### src/hsv2rgb_pkg.sv
// Shared types, constants and helpers for the HSV to RGB converter.
package hsv2rgb_pkg;

  // Register stages from input to output register
  localparam int unsigned NSTG = 7;

  // Hue arithmetic
  localparam int unsigned DEG_FULL   = 360;
  localparam int unsigned DEG_SEXT   = 60;
  localparam int unsigned FULL_SCALE = 255;

  // Biased hue: (hue + 32768) + HUE_BIAS is a positive multiple-of-360 shift
  localparam logic [16:0] HUE_BIAS  = 17'd352;
  // floor(x/360) estimate as (x * HUE_RECIP) >> HUE_SHIFT, low by at most one
  localparam logic [12:0] HUE_RECIP = 13'd5825;
  localparam int unsigned HUE_SHIFT = 21;

  // Sextant of the hue circle, which sets the channel order
  typedef enum logic [2:0] {
    SX_RED_YEL = 3'd0,
    SX_YEL_GRN = 3'd1,
    SX_GRN_CYN = 3'd2,
    SX_CYN_BLU = 3'd3,
    SX_BLU_MAG = 3'd4,
    SX_MAG_RED = 3'd5
  } sext_t;

  // Exact floor(x/255) for x up to 255*255 (any product of two bytes)
  function automatic logic [7:0] div255(input logic [15:0] x);
    logic [16:0] sum;
    sum = {1'b0, x} + {9'd0, x[15:8]} + 17'd1;
    return sum[15:8];
  endfunction

  // Clamp a signed 16-bit value to 0..255
  function automatic logic [7:0] clip255(input logic signed [15:0] x);
    logic [7:0] res;
    if (x[15]) begin
      res = 8'd0;
    end else if (x[14:8] != 7'd0) begin
      res = 8'hFF;
    end else begin
      res = x[7:0];
    end
    return res;
  endfunction

endpackage

### src/hsv2rgb_if.sv
// Valid/ready stream interfaces for HSV requests and RGB results.
interface hsv2rgb_in_if;
  logic               valid;
  logic               ready;
  logic signed [15:0] hue;
  logic signed [15:0] saturation;
  logic signed [15:0] level;

  modport source (output valid, output hue, output saturation, output level, input ready);
  modport sink   (input valid, input hue, input saturation, input level, output ready);
endinterface

interface hsv2rgb_out_if;
  logic       valid;
  logic       ready;
  logic [7:0] red;
  logic [7:0] green;
  logic [7:0] blue;

  modport source (output valid, output red, output green, output blue, input ready);
  modport sink   (input valid, input red, input green, input blue, output ready);
endinterface

### src/hsv_to_rgb_converter_top.sv
// HSV to RGB converter: seven-stage pipeline from request to registered result.
// Throughput: one request per cycle while the output takes results; each stage
// holds one request and moves on when the stage after it is empty or moving,
// so bubbles are squeezed out.
// Reset (rst, synchronous) clears all stage valid bits; payload is not reset.
// The block keeps no state between requests.
module hsv_to_rgb_converter_top (
  input  logic          clk,
  input  logic          rst,
  hsv2rgb_in_if.sink    pix_in,
  hsv2rgb_out_if.source pix_out
);
  import hsv2rgb_pkg::*;

  logic [NSTG-1:0] vld;
  logic [NSTG-1:0] en;

  // Stage 1: biased hue and quotient estimate, clamped S and L
  logic [16:0] s1_x;
  logic [7:0]  s1_q;
  logic [7:0]  s1_sat;
  logic [7:0]  s1_lev;
  // Stage 2: hue wrapped to 0..359
  logic [8:0]  s2_hd;
  logic [7:0]  s2_sat;
  logic [7:0]  s2_lev;
  // Stage 3: sextant and scaled fraction
  sext_t       s3_sx;
  logic [7:0]  s3_frac;
  logic [7:0]  s3_sat;
  logic [7:0]  s3_lev;
  // Stage 4: first products
  sext_t       s4_sx;
  logic [15:0] s4_pfall;
  logic [15:0] s4_prise;
  logic [15:0] s4_plo;
  logic [7:0]  s4_lev;
  // Stage 5: shade factors and low value
  sext_t       s5_sx;
  logic [7:0]  s5_kfall;
  logic [7:0]  s5_krise;
  logic [7:0]  s5_lo;
  logic [7:0]  s5_lev;
  // Stage 6: level times shade factors
  sext_t       s6_sx;
  logic [15:0] s6_pfall;
  logic [15:0] s6_prise;
  logic [7:0]  s6_lo;
  logic [7:0]  s6_lev;
  // Stage 7: output register
  logic [7:0]  s7_red;
  logic [7:0]  s7_green;
  logic [7:0]  s7_blue;

  // Stall chain: a stage loads when empty or when the next stage loads
  always_comb begin
    en[NSTG-1] = !vld[NSTG-1] || pix_out.ready;
    for (int k = NSTG - 2; k >= 0; k--) begin
      en[k] = !vld[k] || en[k+1];
    end
  end

  assign pix_in.ready = en[0];

  // Valid bits travel with the data
  always_ff @(posedge clk) begin
    if (rst) begin
      vld <= '0;
    end else begin
      if (en[0]) begin
        vld[0] <= pix_in.valid;
      end
      for (int k = 1; k < NSTG; k++) begin
        if (en[k]) begin
          vld[k] <= vld[k-1];
        end
      end
    end
  end

  // Stage 1 logic
  logic [16:0] h_bias;
  logic [29:0] q_prod;
  always_comb begin
    h_bias = {1'b0, ~pix_in.hue[15], pix_in.hue[14:0]} + HUE_BIAS;
    q_prod = 30'(h_bias) * 30'(HUE_RECIP);
  end

  always_ff @(posedge clk) begin
    if (en[0]) begin
      s1_x   <= h_bias;
      s1_q   <= q_prod[HUE_SHIFT+7:HUE_SHIFT];
      s1_sat <= clip255(pix_in.saturation);
      s1_lev <= clip255(pix_in.level);
    end
  end

  // Stage 2 logic: remainder with one correction step
  logic [16:0] rem_full;
  logic [9:0]  rem;
  logic [9:0]  rem_adj;
  always_comb begin
    rem_full = s1_x - 17'(s1_q * 17'(DEG_FULL));
    rem      = rem_full[9:0];
    rem_adj  = rem - 10'(DEG_FULL);
  end

  always_ff @(posedge clk) begin
    if (en[1]) begin
      s2_hd  <= (rem >= 10'(DEG_FULL)) ? rem_adj[8:0] : rem[8:0];
      s2_sat <= s1_sat;
      s2_lev <= s1_lev;
    end
  end

  // Stage 3 logic: sextant by compare, fraction = offset * 255 / 60 = offset * 17 / 4
  sext_t      sx;
  logic [8:0] sx_base;
  logic [5:0] offs;
  logic [9:0] offs17;
  always_comb begin
    priority if (s2_hd >= 9'(5 * DEG_SEXT)) begin
      sx = SX_MAG_RED;
      sx_base = 9'(5 * DEG_SEXT);
    end else if (s2_hd >= 9'(4 * DEG_SEXT)) begin
      sx = SX_BLU_MAG;
      sx_base = 9'(4 * DEG_SEXT);
    end else if (s2_hd >= 9'(3 * DEG_SEXT)) begin
      sx = SX_CYN_BLU;
      sx_base = 9'(3 * DEG_SEXT);
    end else if (s2_hd >= 9'(2 * DEG_SEXT)) begin
      sx = SX_GRN_CYN;
      sx_base = 9'(2 * DEG_SEXT);
    end else if (s2_hd >= 9'(DEG_SEXT)) begin
      sx = SX_YEL_GRN;
      sx_base = 9'(DEG_SEXT);
    end else begin
      sx = SX_RED_YEL;
      sx_base = 9'd0;
    end
    offs   = 6'(s2_hd - sx_base);
    offs17 = {offs, 4'd0} + {4'd0, offs};
  end

  always_ff @(posedge clk) begin
    if (en[2]) begin
      s3_sx   <= sx;
      s3_frac <= offs17[9:2];
      s3_sat  <= s2_sat;
      s3_lev  <= s2_lev;
    end
  end

  // Stage 4 logic: saturation and level products
  always_ff @(posedge clk) begin
    if (en[3]) begin
      s4_sx    <= s3_sx;
      s4_pfall <= 16'(s3_sat) * 16'(s3_frac);
      s4_prise <= 16'(s3_sat) * 16'(8'(FULL_SCALE) - s3_frac);
      s4_plo   <= 16'(s3_lev) * 16'(8'(FULL_SCALE) - s3_sat);
      s4_lev   <= s3_lev;
    end
  end

  // Stage 5 logic: divide by 255 and complement
  always_ff @(posedge clk) begin
    if (en[4]) begin
      s5_sx    <= s4_sx;
      s5_kfall <= 8'(FULL_SCALE) - div255(s4_pfall);
      s5_krise <= 8'(FULL_SCALE) - div255(s4_prise);
      s5_lo    <= div255(s4_plo);
      s5_lev   <= s4_lev;
    end
  end

  // Stage 6 logic: level times shade factors
  always_ff @(posedge clk) begin
    if (en[5]) begin
      s6_sx    <= s5_sx;
      s6_pfall <= 16'(s5_lev) * 16'(s5_kfall);
      s6_prise <= 16'(s5_lev) * 16'(s5_krise);
      s6_lo    <= s5_lo;
      s6_lev   <= s5_lev;
    end
  end

  // Stage 7 logic: final divide and channel order
  logic [7:0] fall;
  logic [7:0] rise;
  logic [7:0] r_nx;
  logic [7:0] g_nx;
  logic [7:0] b_nx;
  always_comb begin
    fall = div255(s6_pfall);
    rise = div255(s6_prise);
    unique case (s6_sx)
      SX_RED_YEL: begin r_nx = s6_lev; g_nx = rise;   b_nx = s6_lo;  end
      SX_YEL_GRN: begin r_nx = fall;   g_nx = s6_lev; b_nx = s6_lo;  end
      SX_GRN_CYN: begin r_nx = s6_lo;  g_nx = s6_lev; b_nx = rise;   end
      SX_CYN_BLU: begin r_nx = s6_lo;  g_nx = fall;   b_nx = s6_lev; end
      SX_BLU_MAG: begin r_nx = rise;   g_nx = s6_lo;  b_nx = s6_lev; end
      default:    begin r_nx = s6_lev; g_nx = s6_lo;  b_nx = fall;   end
    endcase
  end

  always_ff @(posedge clk) begin
    if (en[6]) begin
      s7_red   <= r_nx;
      s7_green <= g_nx;
      s7_blue  <= b_nx;
    end
  end

  assign pix_out.valid = vld[NSTG-1];
  assign pix_out.red   = s7_red;
  assign pix_out.green = s7_green;
  assign pix_out.blue  = s7_blue;

endmodule

### src/flat_wrapper.sv
// flat-port wrapper written by rule: the top's interface ports become plain ports
module hsv_to_rgb_converter_top_flat import hsv2rgb_pkg::*;
  (clk, rst, pix_in_valid, pix_in_hue, pix_in_saturation, pix_in_level, pix_in_ready, pix_out_valid, pix_out_red, pix_out_green, pix_out_blue, pix_out_ready);
  hsv2rgb_in_if pix_in_i ();
  hsv2rgb_out_if pix_out_i ();
  input  logic clk;
  input  logic rst;
  input wire logic [$bits(pix_in_i.valid)-1:0] pix_in_valid;
  input wire logic [$bits(pix_in_i.hue)-1:0] pix_in_hue;
  input wire logic [$bits(pix_in_i.saturation)-1:0] pix_in_saturation;
  input wire logic [$bits(pix_in_i.level)-1:0] pix_in_level;
  output wire logic [$bits(pix_in_i.ready)-1:0] pix_in_ready;
  output wire logic [$bits(pix_out_i.valid)-1:0] pix_out_valid;
  output wire logic [$bits(pix_out_i.red)-1:0] pix_out_red;
  output wire logic [$bits(pix_out_i.green)-1:0] pix_out_green;
  output wire logic [$bits(pix_out_i.blue)-1:0] pix_out_blue;
  input wire logic [$bits(pix_out_i.ready)-1:0] pix_out_ready;
  assign pix_in_i.valid = pix_in_valid;
  assign pix_in_i.hue = pix_in_hue;
  assign pix_in_i.saturation = pix_in_saturation;
  assign pix_in_i.level = pix_in_level;
  assign pix_in_ready = pix_in_i.ready;
  assign pix_out_valid = pix_out_i.valid;
  assign pix_out_red = pix_out_i.red;
  assign pix_out_green = pix_out_i.green;
  assign pix_out_blue = pix_out_i.blue;
  assign pix_out_i.ready = pix_out_ready;
  hsv_to_rgb_converter_top u_core (.clk(clk), .rst(rst), .pix_in(pix_in_i), .pix_out(pix_out_i));
endmodule
### config.mk
export PLATFORM = sky130hd
export DESIGN_NAME = hsv_to_rgb_converter_top_flat
export DESIGN_NICKNAME = d
export VERILOG_FILES = /design/src/hsv2rgb_pkg.sv /design/src/hsv2rgb_if.sv /design/src/hsv_to_rgb_converter_top.sv /design/src/flat_wrapper.sv
export SDC_FILE = /design/constraint.sdc
export NUM_CORES = 1
export LEC_CHECK = 0
export BUFFER_PORTS_ARGS = -buffer_cell sky130_fd_sc_hd__clkbuf_2
export CAP_MARGIN = 20
export CORE_MARGIN = 3
export CORE_UTILIZATION = 55
export CTS_CLUSTER_SIZE = 10
export DETAILED_ROUTE_END_ITERATION = 8
export PLACE_DENSITY_LB_ADDON = 0.25
export SKIP_CTS_REPAIR_TIMING = 1
export SLEW_MARGIN = 20
export SYNTH_ARGS = -nofsm -noshare
export SYNTH_HDL_FRONTEND = slang
export SYNTH_SLANG_ARGS = --single-unit
### constraint.sdc
create_clock -name clk -period 9.86 [get_ports clk]
set_clock_uncertainty 0.15 [all_clocks]
set_input_delay 0.493 -clock clk [delete_from_list [all_inputs] [get_ports clk]]
set_output_delay 0.493 -clock clk [all_outputs]
set_load 0.1 [all_outputs]
# Word-level counts from Yosys, hierarchy flattened
# Cells that the tools add are included.
dict set report classes {
  n_addsub 19
  mul 7
  n_lt_le_gt_ge 6
  n_eq_ne 4
  muxes 15
  bitwise 1
  n_reduce_logical 22
}
# cell count
set ops {}
lappend ops {{$add A16 B1 Y16 const B} 5}
lappend ops {{$add A16 B8 Y16} 5}
lappend ops {{$pmux W8 S3} 3}
lappend ops {{$mul A8 B8 Y16} 3}
lappend ops {{$mul A8 B16 Y16} 2}
lappend ops {{$mux W6} 5}
lappend ops {{$mul A17 B13 Y29 const B} 1}
lappend ops {{$ge A9 B8 Y1 const B} 2}
lappend ops {{$sub A8 B8 Y9 const A} 2}
lappend ops {{$add A16 B9 Y17 const B} 1}
lappend ops {{$mux W8} 2}
lappend ops {{$sub A8 B8 Y8 const A} 2}
lappend ops {{$reduce_bool A7 Y1} 2}
lappend ops {{$add A10 B6 Y10} 1}
lappend ops {{$ge A10 B9 Y1 const B} 1}
lappend ops {{$reduce_or A2 Y1} 5}
lappend ops {{$sub A10 B10 Y10} 1}
lappend ops {{$ge A9 B6 Y1 const B} 1}
lappend ops {{$ge A9 B7 Y1 const B} 1}
lappend ops {{$ge A9 B9 Y1 const B} 1}
lappend ops {{$mux W9} 1}
lappend ops {{$sub A9 B9 Y9 const B} 1}
lappend ops {{$mul A8 B6 Y7 const B} 1}
lappend ops {{$logic_not A1 Y1} 7}
lappend ops {{9 further kinds} 18}
dict set report word_totals {
  reg_bits 262
  inputBits 52
  output_inout_bits 26
  wordCells 111
}

# Depth between registers and ports, before layout
# Gate-level depths: netlist (run 1).
dict set report depth {
  word_depth 8
  ltp_mapped 22
  ltp_nobuf 22
}

# Least setup slack after synthesis (run 1)
# OpenSTA, ideal clock, no wires.
dict set report synth_path {
  path_kind {in2reg}
  start {input port pix_in_hue[5]}
  end {register u_core.s1_q[5] (data pin)}
  setup_time_ps 266
  arrival_time_ps 5183
  t_required_ps 9444
  slack_ps 4261
  stages 22
  path_buffers 0
  path_cell_list {inv_1 -> ha_1 -> inv_1 -> a21oi_1 -> nor2_1 -> xnor2_1 -> inv_1 -> ha_1 -> inv_1 -> fa_1 -> inv_1 -> fa_1 -> fa_1 -> ha_1 -> ha_1 -> nand4_1 -> a211oi_1 -> nand3b_1 -> a21boi_0 -> a31oi_1 -> a21boi_0 -> xor2_1}
}
dict set report synth_between {
  elab_chain_cells 2
}
# element line
set synth_rtl {}
lappend synth_rtl {{start, declared} flat_wrapper.sv:9} ;# input wire logic [$bits(pix_in_i.hue)-1:0] pix_in_hue;
lappend synth_rtl {{$add A16 B9 Y17} hsv_to_rgb_converter_top.sv:85} ;# h_bias = {1'b0, ~pix_in.hue[15], pix_in.hue[14:0]} + HUE_BIAS;
lappend synth_rtl {{$mul A17 B13 Y29} hsv_to_rgb_converter_top.sv:86} ;# q_prod = 30'(h_bias) * 30'(HUE_RECIP);
lappend synth_rtl {{named net u_core.q_prod[26]} hsv_to_rgb_converter_top.sv:83} ;# logic [29:0] q_prod;
lappend synth_rtl {{end signal, assigned} hsv_to_rgb_converter_top.sv:92} ;# s1_q <= q_prod[HUE_SHIFT+7:HUE_SHIFT];
lappend synth_rtl {{end, declared} hsv_to_rgb_converter_top.sv:20} ;# logic [7:0] s1_q;
# The timed path passes the listed nets, and every way through them passes these cells.
# A chain may end at the register's enable or synchronous reset.

# Final worst setup path (run 1)
dict set report layout_path {
  start {input port pix_in_hue[5]}
  end {register u_core.s1_q[5] (data pin)}
}
dict set report layout_between {
  elab_chain_cells 2
}
# element line
set layout_rtl {}
lappend layout_rtl {{$add A16 B9 Y17} hsv_to_rgb_converter_top.sv:85}
lappend layout_rtl {{named net u_core.h_bias[5]} hsv_to_rgb_converter_top.sv:82} ;# logic [16:0] h_bias;
lappend layout_rtl {{$mul A17 B13 Y29} hsv_to_rgb_converter_top.sv:86}
lappend layout_rtl {{named net u_core.q_prod[26]} hsv_to_rgb_converter_top.sv:83}
# The timed path passes the listed nets, and every way through them passes these cells.

==> metrics list, run 1 <==
- Count of state elements after synthesis: approximately 260
* Critical Path RT: roughly 10000 ps
* Length in cells of the worst reg-to-reg path: 14
- The count of buffers added on input and output ports is 77.
* Number of nets in the synthesized netlist: 2910
* Min Tclk post-route: roughly 5800 ps
* Final cycle utilization of the critical path: 0.5923
* I/O pin total: 78
- The critical path in this run is classified as primary input to register.
* Vias/cell: 5.418
- FILL cells: 3571
- Final weighted congestion of routability-driven global placement: between 0.8 and 0.9
* Endpoint of the worst hold-timing path: u_core.vld[0]
* Placeable core region: ~0.044 sq mm
* Number of nets in the final layout: slightly below 3000
- Std cell rows: between 70 and 80
- Starting utilization of the core area: 0.5638
- After detailed routing, the average wire length per cell comes to roughly 16 um.
- The area growth from synthesis to layout is 8.417%.
- Primary flip-flop cell chosen by synthesis mapping: edfxtp_1
- The netlist uses 74 different library cells.
- Yosys mapped a number of flops with a built-in enable equal to around 250.
* Clock Sink Count: ~260
- Critical path arrival: ~6000 ps
- The detailed router finished its first iteration with slightly below 1000 violations.
* # diodes: 0
- Total standard cell area after synthesis: 0.02456 sq mm
* First-pass GRT wire length: approximately 84000 um
- Derived from the worst setup path, the maximum achievable clock frequency is approximately 170 MHz.
- Yosys Warn Count: 0
- Share of flip-flops with an asynchronous set or reset: 0
- In this run the number of H-tree levels came out at 2.
- The wire-length estimate of the detail-placed layout is 37940 um.
- Sequential cell area in the final layout: 0.007767 sq mm
- Setup Viol. Count Final: 0
- Flop2flop setup slack: ~4600 ps
- Pin count of the biggest net entering global routing: 60
* Nature of the critical path endpoint: register
* Hold wc startpoint: pix_in_valid
* Capturing point of the worst reg2reg path: u_core.s4_plo[15]
- After technology mapping, the gate count stands at between 2000 and 2500.
- Worst-path maximum fanout: 5
- The cell sitting at the root of the clock tree is a clkbuf_16.
- TritonCTS built the clock tree.
- First-pass DRT Iterations: 7
- Worst relative slew slack: 0.3223
- The count of final hold-check violations came to 0.
- Setup TNS: 0 ps
* Via count of the first global-routing pass: ~17000
- For this block, the routed nets add up to just under 50000 um of wire.
- Setup repair after global routing left no endpoint under its margin.
* Clock Path Buffers: 3
* Fraction of final layout cells sized beyond drive strength 1: 0.06736
- GRT Residual Overflow: 0
- Hold Path Cell Cnt: 3
* Clock transition at the registers of the reported paths: roughly 50 ps
- Proportion of synthesized chip area in sequential cells: 0.3163
* Number of antenna violations at the first check in global routing: 0
- Max_cap viols: 0
- The flow ran to the end, and the final reports show no timing, DRC or antenna violations.
- In the routed design, unresolved DRC markers number 0.
- From bottom edge to top edge, the die measures between 200 and 250 um.
* Horizontal die dimension: around 220 um
* Avg Cell Area, Syn: 10.61 sq um
- For this block, the via count after detailed routing is 16200.
* Crit Reg-Reg Startpoint: u_core.s3_sat[1]
- The die covers approximately 0.047 sq mm.
* Type of the tightest min-delay check: primary input to register
- Area of combinational cells with multiple inputs: about 0.015 sq mm
- CP Launch Type: primary input
- Number of clock buffers inserted by TritonCTS: 34
* Routed Antenna Nets: 0
- Overall fraction of global-route tracks in use: 0.2164
* Final Slew Violations: 0
- For the worst-skew pair, the clock arrives at the later sink with an insertion delay of 550 ps.
- At the pin with the least slew margin, the transition time is between 1000 and 1500 ps.
registers in the layout, summed over array words and instances (netlist names), 9 cells and up:
| register | count |
|---|---|
| u_core.s6_prise | 16 |
| u_core.s6_pfall | 16 |
| u_core.s2_hd | 9 |
| u_core.s4_plo | 16 |
| u_core.s1_x | 10 |
| u_core.s4_pfall | 16 |
| u_core.s4_prise | 16 |
synthesized netlist by cell type (3+ instances only):
library cell,n,area share
nor2b_1,85,0.022
mux2i_1,5,0.0020
buf_1,5,0.00076
or2_2,9,0.0023
a31oi_1,13,0.0033
o2111ai_1,5,0.0018
o211ai_1,12,0.0037
fa_1,231,0.19
inv_1,388,0.059
o22ai_1,5,0.0013
or4_1,3,0.00092
nor2_1,72,0.011
nand4_1,5,0.0013
and4_1,4,0.0014
o21a_1,22,0.0067
dfxtp_1,7,0.0057
nand3b_1,3,0.00092
buf_2,3,0.00061
a32oi_1,4,0.0014
nor3b_1,4,0.0012
xnor2_1,115,0.041
nor3_1,16,0.0033
clkbuf_1,45,0.0069
and3_1,11,0.0028
a21o_1,18,0.0055
nand2_1,159,0.024
ha_1,312,0.16
nand2b_1,73,0.019
or3_1,17,0.0043
o21ai_0,53,0.011
a211oi_1,16,0.0049
edfxtp_1,254,0.31
o31ai_1,5,0.0015
xor2_1,34,0.012
nand3_1,25,0.0051
nor4_1,3,0.00076
and2_1,115,0.029
a21oi_1,106,0.022
a22oi_1,6,0.0018
metrics by stage:
stage | utilization | instance area [sq um] | instances | hold WS (ps) | setup slack, ps
after floorplan | - | 24560 | 2315 | 250.3 | 4261
after global placement | 0.5863 | 25530 | 2932 | 250.3 | 3620
after detailed placement | 0.5863 | 25530 | 2932 | 254.5 | 3497
after CTS | 0.6108 | 26600 | 2989 | -14.43 | 4048
after global routing | 0.6113 | 26620 | 2990 | 20.98 | 3528
final | 0.6113 | 26620 | 2990 | 16.61 | 4020
cell families after synthesis:
| kind of cell | Yosys count | synth area share |
|---|---|---|
| XOR/XNOR | 152 | 0.05539 |
| AO/OA/AOI/OAI | 298 | 0.07755 |
| multiplexers | 6 | 0.002497 |
| adder cells (fa/ha/maj) | 544 | 0.3477 |
| buffers and inverters | 441 | 0.06756 |
| flip-flops | 261 | 0.3163 |
| AND/OR/NAND/NOR | 613 | 0.1330 |
worst max path at each step:
| stage | slack, ps | depth (start not counted) | end | from |
|---|---|---|---|---|
| final | 4020 | 23 | u_core.s1_q[5] | pix_in_hue[5] |
| after detailed placement | 3500 | 23 | u_core.s1_q[5] | pix_in_hue[5] |
| after global routing | 3530 | 23 | u_core.s1_q[5] | pix_in_hue[5] |
| after global placement | 3620 | 23 | u_core.s1_q[5] | pix_in_hue[5] |
| after CTS | 4050 | 23 | u_core.s1_q[5] | pix_in_hue[5] |
| after floorplan | 4260 | 22 | u_core.s1_q[5] | pix_in_hue[5] |
area by class of cell:
class                      count  area share
sequential                   261      0.2918
inverter                     388     0.05470
multi-input combinational   1613      0.5686
clock inverter                 8    0.004183
timing repair buffer          86     0.01729
clock buffer                  49     0.03600
tap                          585     0.02749
placed cells by master, fill, tap and decap left out, types with 4 or more instances in the layout:
cell and n:
and3_1 11, xor2_1 34, xnor2_1 115, o211ai_1 12, o21a_1 22, and4_1 4, clkbuf_16 35, inv_1 387
a32oi_1 4, a22oi_1 6, edfxtp_1 254, nor3_1 16, o21ai_0 53, ha_1 312, mux2i_1 5, o2111ai_1 5
nand3_1 25, a211oi_1 16, nand4_1 5, nand2_1 158, a31oi_1 13, clkbuf_2 77, nor2b_1 85, dfxtp_1 7
buf_4 8, a21oi_1 106, nor3b_1 4, nor2_1 72, nand2b_1 73, or2_2 9, or3_1 17, o22ai_1 5
a21o_1 18, fa_1 231, and2_1 115, o31ai_1 5, clkbuf_1 11
critical path, stage by stage:
cell and delay, ps:
clkbuf_2 90, inv_1 150, ha_1 230, inv_1 50, a21oi_1 340, nor2_1 160
xnor2_1 450, inv_1 120, ha_1 380, inv_1 80, fa_1 480, inv_1 50
fa_1 500, fa_1 420, ha_1 300, ha_1 320, nand4_1 110, a211oi_1 200
nand3b_1 120, a21boi_0 420, a31oi_1 180, a21boi_0 230, xor2_1 90
layer usage:
| metal | share of wire | GRT usage | vias up |
|---|---|---|---|
| met1 | 0.42 | 0.2684 | 7948 |
| met4 | 0.029 | 0.07045 | 0 |
| met5 | 0 | 0 | - |
| met3 | 0.036 | 0.02625 | 98 |
| li1 | - | - | 7805 |
| met2 | 0.51 | 0.3935 | 349 |
Power of run 1 is left out: the tool's default activity adds up to more than one toggle a clock period on the data nets, which glitch-free logic cannot reach.
==> inputs of run 2 (changes only) <==
- clock period: 9.86 -> 6.1 ns (I/O delays scaled with it)
==> run 2 against run 1 <==
  * The run now ends with negative hold slack left
  * Register-to-register slack worse by 3800 ps
  * Non-clock buffer count is 37 higher
  * Die area unchanged
  * Final area rose by 1.5%
  * First-iteration DRC count shrank 12%
  * Global-route usage grew 0.15 points
  * Utilization increased by 0.89 points
  * Critical path type is now register to register
==> metrics list, run 2 (synthesized netlist as in run 1, its figures left out) <==
* Outcome: complete, but fails checks (was finished clean)
- The checks that failed: negative hold slack.
- The signal arrival time at the worst endpoint is 5420 ps (was 5980 ps).
- The total buffers and inverters traversed by the critical path was 1 (was 6).
* Placeable core region: 0.04355 sq mm (unchanged)
- The leading cell type in the layout, fill and taps excluded is inv_1 (unchanged).
* Setup Viol. Count Final: 0 (unchanged)
- First-pass GRT wire length: 83930 um (was 83720 um)
- The via count of the first global-routing pass was 17470 (was 17450).
- Vertical die dimension: 217.3 um (unchanged)
- The max-cap check violation count was 0 (unchanged).
* Max Fclk: between 150 and 200 MHz
- Critical path, cell by cell: nand2b_1 > fa_1 > inv_1 > fa_1 > fa_1 > fa_1 > ha_1 > or3_1 > o21ai_0 > a21oi_1 > a211oi_1 > a21oi_1 > xnor2_1 (was clkbuf_2 > inv_1 > ha_1 > inv_1 > a21oi_1 > nor2_1 > xnor2_1 > inv_1 > ha_1 > inv_1 > fa_1 > inv_1 > fa_1 > fa_1 > ha_1 > ha_1 > nand4_1 > a211oi_1 > nand3b_1 > a21boi_0 > a31oi_1 > a21boi_0 > xor2_1)
- I/O pin total: 78 (unchanged)
- Setup TNS: 0 ps (unchanged)
- The hold path depth came to 4 (was 3).
* Starting utilization of the core area: 0.5638 (unchanged)
* Clock Path Buffers: 3 (unchanged)
- The number of remaining DRC errors came to 0 (unchanged).
* Routed wire per std cell: 16.39 um (was 16.30 um)
* Most numerous cell on the critical path: fa_1 (was inv_1)
- # diodes: 0 (unchanged)
- The data required time at the worst endpoint came to 6240 ps (was 10000 ps).
* Clock tree from TritonCTS: done (unchanged)
- Final HPWL DP: 38330 um (was 37940 um)
- FILL cells: 3576 (was 3571)
- Actual transition at the worst max-transition pin: 1008 ps (was 1017 ps)
- H-tree depth reported by CTS: 2 (unchanged)
- The number of detailed-routing iterations run before antenna repair was 5 (was 7).
- Port buffer count: 77 (unchanged)
- The classification of the worst setup path was register to register (was primary input to register).
* Std cell rows: 76 (unchanged)
- Length in cells of the worst reg-to-reg path: 13 (was 14)
- The total routed wirelength was 49640 um (was 48730 um).
- Standard cell with the maximum stage delay on the critical path: edfxtp_1 (was fa_1)
- Worst-path maximum fanout: 24 (was 5)
- The initial antenna violation count was 0 (unchanged).
* Final Slew Violations: 0 (unchanged)
- In the finished design, the share of the clock period the worst path needs comes to 0.8661.
- The area of the die came to 0.04722 sq mm (unchanged).
- Clock Sink Count: 261 (unchanged)
- Routed Antenna Nets: 0 (unchanged)
- Horizontal die dimension: 217.3 um (unchanged)
- Fraction of final layout cells sized beyond drive strength 1: 0.06997 (was 0.06736)
- The smallest clock period supported by the final layout is computed as 5283 ps.
- The cell chosen for the clock root was clkbuf_16 (unchanged).
- Final hold viol count: 2 (was 0)
- Iteration-0 DRC count of the detailed router: 850 (was 966)
- The path type of the worst min-delay path is primary input to register (unchanged).
- Unrepaired setup endpoints after global routing: no (unchanged).
- The maximum number of pins on one net before global-route repair came to 60 (unchanged).
* Clock transition at the registers of the reported paths: 50 ps (about the same)
- The biggest cell delay along the critical path is 1010 ps (was 500 ps).
* Kind of cell adding the most delay to the critical path: adder cells (unchanged)
* Post-route core utilization: 0.6202 (was 0.6113)
* Worst relative slew slack: 0.3281 (was 0.3223)
- The final weighted congestion of routability-driven global placement was 0.8763 (was 0.8810).
- Slack of the critical path: 816.8 ps (was 4020 ps)
- Overall fraction of global-route tracks in use: 0.2179 (was 0.2164)
* CP Launch Type: register (was primary input)
* Source-to-sink clock delay at the later pin of the worst-skew pair: 550 ps (about the same)
* Commonest cells after routing, fill and taps aside: 387 x inv_1, 312 x ha_1, 254 x edfxtp_1, 231 x fa_1, 158 x nand2_1 (unchanged)
* Final Hold Slack: -25.48 ps (was 16.61 ps)
* Vias/cell: 5.423 (was 5.418)
- Dpl ws: 247.4 ps (was 3497 ps)
- Number of nets in the final layout: 3017 (was 2979)
* Nature of the critical path endpoint: register (unchanged)
- The total CTS buffers was 35 (was 34).
* Number of cells on the critical path: 13 (was 23)
* GRT Residual Overflow: 0 (unchanged)
* Total vias in the final route: 16430 (was 16200)
- The area growth from synthesis to layout came to 9.997% (was 8.417%).
run 2: cell count changes in the layout (fill, tap and decap cells not counted), sizes merged:
cell,change
inv,+1
bufinv,+1
clkinvlp,+1
clkbuf,-1
buf,+8
dlygate4sd3,+29
run 2: cell type report:
type,instances,area [sq um],area share
multi-input cells,1613,15140,0.5604
flip-flops and latches,261,7767,0.2876
inverters,388,1456,0.05392
clock buffers,48,934.6,0.03460
repair buffers,123,810.8,0.03002
well taps,585,732.0,0.02710
clock inverters,11,172.7,0.006392
run 2: layer usage:
metal  share of wire  GRT usage
met5               0          0
met1            0.42     0.2637
met3           0.037    0.03002
met4           0.030    0.07415
met2            0.52     0.3993
run 2: final timing paths:
kind	endpoint	start	slack (ps)
setup / recovery	u_core.s4_prise[15]	u_core.s3_sat[4]	820
hold / removal	u_core.vld[6]	pix_out_ready	-30
setup reg to reg	u_core.s4_prise[15]	u_core.s3_sat[4]	820
hold reg to reg	u_core.s3_sat[2]	u_core.s2_sat[2]	260
run 2: worst min-delay path, stage by stage:
cell and delay (ps):
clkbuf_2 80, nor2b_1 100, nor2_1 110, nor2_1 40
run 2: metrics by stage:
stage                     hold slack (ps)  cells  instance area [sq um]
after CTS                          -202.6   2999                  26700
after global placement              250.3   2940                  25590
after detailed placement            254.5   2940                  25590
after floorplan                     224.1   2315                  24560
after global routing                5.393   3029                  27010
final                              -25.48   3029                  27010
Power of run 2 is left out for the same reason.
